**src/rtl/rsum_pkg.sv**
```systemverilog
`default_nettype none

package rsum_pkg;

    // Tree geometry
    localparam int LEAVES = 1024;
    localparam int IDX_W  = 10;
    localparam int DATA_W = 64;
    localparam int NODES  = 2 * LEAVES;
    localparam int NODE_W = $clog2(NODES);
    // Node pointer with one spare bit so l can step past the last node
    localparam int PTR_W  = NODE_W + 1;

    // Beat layout
    localparam int S_TDATA_W = ((2 * IDX_W + DATA_W + 7) / 8) * 8;
    localparam int M_TDATA_W = ((DATA_W + 7) / 8) * 8;

    localparam logic FUNC_SET = 1'b0;
    localparam logic FUNC_SUM = 1'b1;

    typedef enum logic [3:0] {
        ST_CLEAR,
        ST_IDLE,
        ST_SET_WR,
        ST_SET_ADD,
        ST_Q_L,
        ST_Q_L_ADD,
        ST_Q_R,
        ST_Q_R_ADD,
        ST_DONE
    } state_t;

    typedef enum logic [1:0] {
        RD_L,
        RD_R,
        RD_SIB
    } rd_sel_t;

    // Controller to datapath
    typedef struct packed {
        logic    load;
        logic    clr_wr;
        logic    set_wr;
        logic    rd_en;
        rd_sel_t rd_sel;
        logic    set_add;
        logic    l_add;
        logic    r_add;
        logic    shift;
        logic    out_load;
    } cmd_t;

    // Datapath to controller
    typedef struct packed {
        logic is_sum;
        logic set_ok;
        logic range_empty;
        logic l_gt_r;
        logic l_odd;
        logic r_even;
        logic cur_root;
        logic clr_last;
    } stat_t;

endpackage

`default_nettype wire

```
**src/rtl/rsum_ctrl.sv**
```systemverilog
`default_nettype none

module rsum_ctrl (
    input  wire logic             aclk,
    input  wire logic             aresetn,
    input  wire logic             s_tvalid,
    output logic                  s_tready,
    output logic                  m_tvalid,
    input  wire logic             m_tready,
    input  wire rsum_pkg::stat_t  stat,
    output rsum_pkg::cmd_t        cmd
);
    import rsum_pkg::*;

    state_t state_reg, state_next;
    logic   m_valid_reg, m_valid_next;
    logic   out_free;

    assign out_free = ~m_valid_reg | m_tready;

    // Next state
    always_comb begin
        state_next = state_reg;
        case (state_reg)
            ST_CLEAR: begin
                if (stat.clr_last) begin
                    state_next = ST_IDLE;
                end
            end
            ST_IDLE: begin
                if (s_tvalid) begin
                    if (stat.is_sum) begin
                        state_next = stat.range_empty ? ST_DONE : ST_Q_L;
                    end else if (stat.set_ok) begin
                        state_next = ST_SET_WR;
                    end
                end
            end
            ST_SET_WR: begin
                state_next = stat.cur_root ? ST_IDLE : ST_SET_ADD;
            end
            ST_SET_ADD: begin
                state_next = ST_SET_WR;
            end
            ST_Q_L: begin
                if (stat.l_gt_r) begin
                    state_next = ST_DONE;
                end else if (stat.l_odd) begin
                    state_next = ST_Q_L_ADD;
                end else begin
                    state_next = ST_Q_R;
                end
            end
            ST_Q_L_ADD: begin
                state_next = ST_Q_R;
            end
            ST_Q_R: begin
                state_next = stat.r_even ? ST_Q_R_ADD : ST_Q_L;
            end
            ST_Q_R_ADD: begin
                state_next = ST_Q_L;
            end
            ST_DONE: begin
                if (out_free) begin
                    state_next = ST_IDLE;
                end
            end
            default: begin
                state_next = ST_IDLE;
            end
        endcase
    end

    // Commands
    always_comb begin
        cmd      = '0;
        cmd.rd_sel = RD_L;
        s_tready = 1'b0;
        case (state_reg)
            ST_CLEAR: begin
                cmd.clr_wr = 1'b1;
            end
            ST_IDLE: begin
                s_tready = 1'b1;
                cmd.load = s_tvalid;
            end
            ST_SET_WR: begin
                cmd.set_wr = 1'b1;
                cmd.rd_en  = ~stat.cur_root;
                cmd.rd_sel = RD_SIB;
            end
            ST_SET_ADD: begin
                cmd.set_add = 1'b1;
            end
            ST_Q_L: begin
                cmd.rd_en  = ~stat.l_gt_r & stat.l_odd;
                cmd.rd_sel = RD_L;
            end
            ST_Q_L_ADD: begin
                cmd.l_add = 1'b1;
            end
            ST_Q_R: begin
                cmd.rd_en  = stat.r_even;
                cmd.rd_sel = RD_R;
                cmd.shift  = ~stat.r_even;
            end
            ST_Q_R_ADD: begin
                cmd.r_add = 1'b1;
            end
            ST_DONE: begin
                cmd.out_load = out_free;
            end
            default: begin
                cmd.rd_sel = RD_L;
            end
        endcase
    end

    // Result valid: set on load, drop once the beat is taken
    always_comb begin
        m_valid_next = m_valid_reg;
        if (cmd.out_load) begin
            m_valid_next = 1'b1;
        end else if (m_tready) begin
            m_valid_next = 1'b0;
        end
    end

    always_ff @(posedge aclk) begin
        if (!aresetn) begin
            state_reg   <= ST_CLEAR;
            m_valid_reg <= 1'b0;
        end else begin
            state_reg   <= state_next;
            m_valid_reg <= m_valid_next;
        end
    end

    assign m_tvalid = m_valid_reg;

endmodule

`default_nettype wire

```
**config.mk**
```make
export PLATFORM = sky130hd
export DESIGN_NAME = rsum_ctrl
export DESIGN_NICKNAME = d
export VERILOG_FILES = /design/src/rtl/rsum_pkg.sv /design/src/rtl/rsum_ctrl.sv
export SDC_FILE = /design/constraint.sdc
export NUM_CORES = 1
export LEC_CHECK = 0
export BUFFER_PORTS_ARGS = -buffer_cell sky130_fd_sc_hd__buf_2
export CORE_AREA = 3 3 40 42
export CTS_BUF_LIST = sky130_fd_sc_hd__clkbuf_4
export DETAILED_ROUTE_END_ITERATION = 10
export DIE_AREA = 0 0 43 45
export GPL_TIMING_DRIVEN = 1
export PLACE_DENSITY = 0.72
export SETUP_SLACK_MARGIN = 0.02
export SLEW_MARGIN = 20
export SYNTH_ARGS = -nofsm -noshare
export SYNTH_HDL_FRONTEND = slang
export SYNTH_SLANG_ARGS = --single-unit
```
**constraint.sdc**
```tcl
create_clock -name aclk -period 1.2 [get_ports aclk]
set_clock_uncertainty 0.1 [all_clocks]
set_input_delay 0 -clock aclk [delete_from_list [all_inputs] [get_ports aclk]]
set_output_delay 0 -clock aclk [all_outputs]
set_load 0.01 [all_outputs]
```
## After elaboration in Yosys (flattened, before gate mapping)

Cells that the tools add are included.

| cells by class | value |
|---|---|
| bitwise operators | 6 |
| muxes and demuxes | 24 |
| reductions and logical operators | 3 |
| eq/ne operators | 12 |

Operators by type and width:

| cell | number |
|---|---|
| $pmux W4 S9 | 1 |
| $mux W4 | 7 |
| $eq A4 B3 Y1 const B | 4 |
| $mux W1 | 11 |
| $eq A4 B2 Y1 const B | 2 |
| $mux W2 | 3 |
| $ne A2 B2 Y1 const B | 3 |
| $eq A4 B1 Y1 const B | 1 |
| $eq A4 B4 Y1 const B | 1 |
| $logic_not A4 Y1 | 1 |
| $not A1 Y1 | 4 |
| $pmux W2 S2 | 1 |
| $reduce_and A4 Y1 | 1 |
| $ne A3 B3 Y1 const B | 1 |
| $pmux W1 S3 | 1 |
| $reduce_bool A2 Y1 | 1 |
| $and A1 B1 Y1 | 1 |
| $or A1 B1 Y1 | 1 |

| word-level totals | value |
|---|---|
| bits in registers | 5 |
| output and inout bits | 13 |
| input port bits | 12 |
| logic and storage cells | 47 |

## Depth between registers and ports, before layout

| logic depth | value |
|---|---|
| depth after elaboration | 4 |
| mapped depth | 5 |
| depth with buffers taken out | 4 |

## Worst setup path after synthesis

No wires, ideal clock.

| timing | value |
|---|---|
| kind | register to output |
| start | register state_reg[1] |
| end | output cmd[8] (netlist name) |
| arrival time | 1.152 ns |
| path slack | -0.052 ns |
| cell stages (with the launch flop) | 5 |
| cells stage by stage | dfxtp_1 -> buf_6 -> nand2b_1 -> nor3_1 -> buf_4 |

RTL lines:

| item | line | source |
|---|---|---|
| start: declaration | rsum_ctrl.sv:15 | `state_t state_reg, state_next;` |
| start signal: assignment | rsum_ctrl.sv:134 | `state_reg <= state_next;` |
| end: declaration | rsum_ctrl.sv:11 | `output rsum_pkg::cmd_t cmd` |

==> results.cfg <==
[worst_setup_path]
crit_chain = buf_4 > nor3_4 > and2_4 > buf_6
required_ns = 1.10
crit_path_max_incr_delay_ns = 0.37
critPathLaunchType = flop
endpoint_kind = output pin
r2r_setup_slack_ns = -0.09
endpoint_arrival_time_on_the_critical_path_ns = 1.28
cp_max_fo = 6
reg2regPathDepth = 5
worstReg2RegEnd = state_reg[2]
critical_path.top_delay_family = simple AND/OR/NAND/NOR gates
crit_cells = 4
cp_slowest_cell = sky130_fd_sc_hd__dfxtp_4
critPathKind = reg2out
critPathBufInv = 2
worstReg2RegStart = state_reg[2]

[die]
placeableCoreArea_um2 = 1280
row_cnt = 13
fp.dieH_um = 45
floorplan.initialDensity_pct = 36.6
boundaryPins = 25
die_area_um2 = 1940
floorplan.die.width_um = 43

[global_route]
track_usage_pct = 18.8
largest_net_degree_at_the_start_of_global_routing = 10
grt_pass1_wl_mm = 2.66
globalRouteOverflowTotal = 0
via_count_of_the_first_global_routing_pass = 614
grt_antenna_before_repair = 0

[timing]
final_worst_path_period_need_ns = 1.38
rsz0062_at_grt = yes
fin_worst_hold_slack_ns = 0.127
final.period_utilization_pct = 115
fmax_mhz = 725
setup_viol = 15
fin_ws_ns = -0.180
report.final.hold_viol_count = 0
slew_headroom_pct = 83.5
drv_slew = 0
max_slew.worst_pin.slew_ns = 0.247

[logic_synthesis]
syn-instance-count = 62
synth_cell_types = 28
yosys_warnings = 0
synth_seq_cells = 5
syn-num-nets = 74
synth.cell_area_um2 = 470
synth.avg_cell_area_um2 = 7.59
synth.yosys.seq_area_share_pct = 21.3

[power]
p_per_area_nw_per_um2 = 602
p_leak_nw = 0.437
power_mw = 0.570
worst_ir_drop_vdd_mv = 0.514

[layout]
num_antenna_cells = 0
post-route-cell-area_um2 = 947
number_of_flip_flops_in_the_largest_register = 4
layout.nets = 121
number_of_inserted_filler_cells_in_the_final_layout = 106
fin_cells = 123
area_growth_syn_to_layout_pct = 101
core_utilization_of_the_finished_layout_pct = 73.7
final_layout_size_suffix_gt1_share_pct = 70.4

[place]
gp_congestion = 0.812
io_buffers = 24
dpl.hpwl_um = 959
place.detailed.instances = 105
place_area_um2 = 642

[clock_tree]
cts_max_level = 1
numClockSinks = 5
tritoncts = built
tritoncts.num_buffers = 3
clk-insertion-delay-late_ns = 0.24
cts_max_path_buffers = 2
cts.root.buffer_cell = sky130_fd_sc_hd__clkbuf_4
clk_pin_slew_worst_paths_ns = 0.05

[drt]
drt-pass1-iter-count = 4
initial_drt_markers = 10
avgRoutedWirePerCell_um = 15.9
remaining_design_rule_violation_count = 0
vias_per_cell = 5.26
num_vias = 647
drt.antenna.violating_nets = 0
detail_route.wirelength_mm = 1.96

[min_path]
min_path_cells = 4
hold-path-endpoint = state_reg[3]
hp-start = stat[7]
hold_path_class = in2reg

[run_status]
status = finished with violations
violated_checks = setup timing

[flow_run]
max_cap_violations = 0
power breakdown:
part | switching (mW) | leakage [nW] | internal [mW]
Combinational | 0.0818 | 0.375 | 0.0946
Sequential | 0.0116 | 0.0436 | 0.165
Clock | 0.0695 | 0.0184 | 0.148
Total | 0.163 | 0.437 | 0.407
cells in the final DEF, fill, tap and decap left out, types with 2 or more instances in the layout:
cell / instances
sky130_fd_sc_hd__a21oi_2: 5
sky130_fd_sc_hd__clkbuf_4: 4
sky130_fd_sc_hd__dfxtp_4: 4
sky130_fd_sc_hd__nor3_1: 2
sky130_fd_sc_hd__buf_2: 22
sky130_fd_sc_hd__nor2_2: 2
sky130_fd_sc_hd__nand2b_1: 5
sky130_fd_sc_hd__o21a_1: 2
sky130_fd_sc_hd__buf_4: 14
sky130_fd_sc_hd__buf_6: 8
sky130_fd_sc_hd__nor3_2: 2
sky130_fd_sc_hd__o21ai_1: 2
sky130_fd_sc_hd__and2_4: 3
sky130_fd_sc_hd__inv_1: 2
sky130_fd_sc_hd__dlygate4sd3_1: 3
sky130_fd_sc_hd__nor3_4: 4
sky130_fd_sc_hd__nor2b_1: 2
sky130_fd_sc_hd__a31oi_1: 2
sky130_fd_sc_hd__nor2_1: 2
tightest hold or removal path: cells and delay by family:
family / cells / cell delay (ns)
buffers and inverters: 1 / 0.13
AO/OA/AOI/OAI: 2 / 0.20
AND/OR/NAND/NOR: 1 / 0.10
how the worst max path moves through the flow:
stage	startpoint	to	slack, ns
6_report	state_reg[2]	cmd[10]	-0.18
5_1_grt	state_reg[2]	cmd[10]	-0.25
4_1_cts	state_reg[1]	cmd[0]	-0.11
3_5_place_dp	state_reg[0]	state_reg[2]	-0.07
3_3_place_gp	state_reg[0]	state_reg[3]	-0.04
2_1_floorplan	state_reg[2]	state_reg[3]	0.04
synth_stat cells:
| master | n | area (um^2) |
|---|---|---|
| sky130_fd_sc_hd__buf_4 | 2 | 15.0 |
| sky130_fd_sc_hd__inv_1 | 2 | 7.51 |
| sky130_fd_sc_hd__nor2_2 | 1 | 6.26 |
| sky130_fd_sc_hd__nand3b_1 | 1 | 7.51 |
| sky130_fd_sc_hd__nor3_1 | 5 | 25.0 |
| sky130_fd_sc_hd__dfxtp_1 | 5 | 100 |
| sky130_fd_sc_hd__and4bb_1 | 1 | 12.5 |
| sky130_fd_sc_hd__nand2_2 | 1 | 6.26 |
| sky130_fd_sc_hd__buf_6 | 2 | 22.5 |
| sky130_fd_sc_hd__or2b_1 | 1 | 7.51 |
| sky130_fd_sc_hd__and2_1 | 3 | 18.8 |
| sky130_fd_sc_hd__o21ai_0 | 1 | 5.00 |
| sky130_fd_sc_hd__nor3_2 | 3 | 30.0 |
| sky130_fd_sc_hd__nand2b_1 | 6 | 37.5 |
| sky130_fd_sc_hd__a31oi_1 | 2 | 12.5 |
| sky130_fd_sc_hd__nor2_1 | 4 | 15.0 |
| sky130_fd_sc_hd__a21oi_1 | 4 | 20.0 |
| sky130_fd_sc_hd__and3_1 | 1 | 6.26 |
| sky130_fd_sc_hd__nor2b_1 | 3 | 18.8 |
| sky130_fd_sc_hd__buf_2 | 2 | 10.0 |
| sky130_fd_sc_hd__nor3b_1 | 1 | 7.51 |
| sky130_fd_sc_hd__nand4_1 | 1 | 6.26 |
| sky130_fd_sc_hd__a32o_1 | 1 | 10.0 |
| sky130_fd_sc_hd__o21a_1 | 2 | 15.0 |
| sky130_fd_sc_hd__o21ai_1 | 2 | 10.0 |
| sky130_fd_sc_hd__nor4_1 | 2 | 12.5 |
| sky130_fd_sc_hd__o211ai_1 | 1 | 7.51 |
| sky130_fd_sc_hd__a21oi_2 | 2 | 17.5 |
final cells by class:
class | count | area [um^2] | share of cell area [%]
multi-input cells | 49 | 425 | 44.9
repair buffers | 48 | 350 | 37.0
flip-flops and latches | 5 | 115 | 12.2
clock buffers | 4 | 30.0 | 3.17
well taps | 15 | 18.8 | 1.98
inverters | 2 | 7.51 | 0.793
cells by family after synthesis:
group	after synthesis	share of synthesized area (%)
buffers and inverters	8	11.7
AOI/OAI and AO/OA	15	20.7
and+or+nand+nor	34	46.3
DFF	5	21.3
repair_timing:
| action | 4_1_cts | 5_1_grt |
|---|---|---|
| endpoints found under the hold margin | 4 | 0 |
| pin swaps | 5 | 12 |
| resized for setup | 21 | 20 |
| setup buffers | 8 | 4 |
| hold buffers | 3 | 0 |
| endpoints found under the setup margin | 17 | 17 |
metrics by stage:
stage | setup TNS (ns) | setup WS [ns]
after floorplan | 0 | 0.0357
after global placement | -0.124 | -0.0396
after detailed placement | -0.259 | -0.0692
after CTS | -0.970 | -0.106
after global routing | -2.33 | -0.246
final | -1.36 | -0.180
metal layers:
metal	GRT usage, %	part of all wire, %
met1	20.5	36
met2	32.6	57
met3	1.20	4.5
met4	17.5	2.3
met5	0	0
Note: power is estimated with default switching activity, not from simulation.
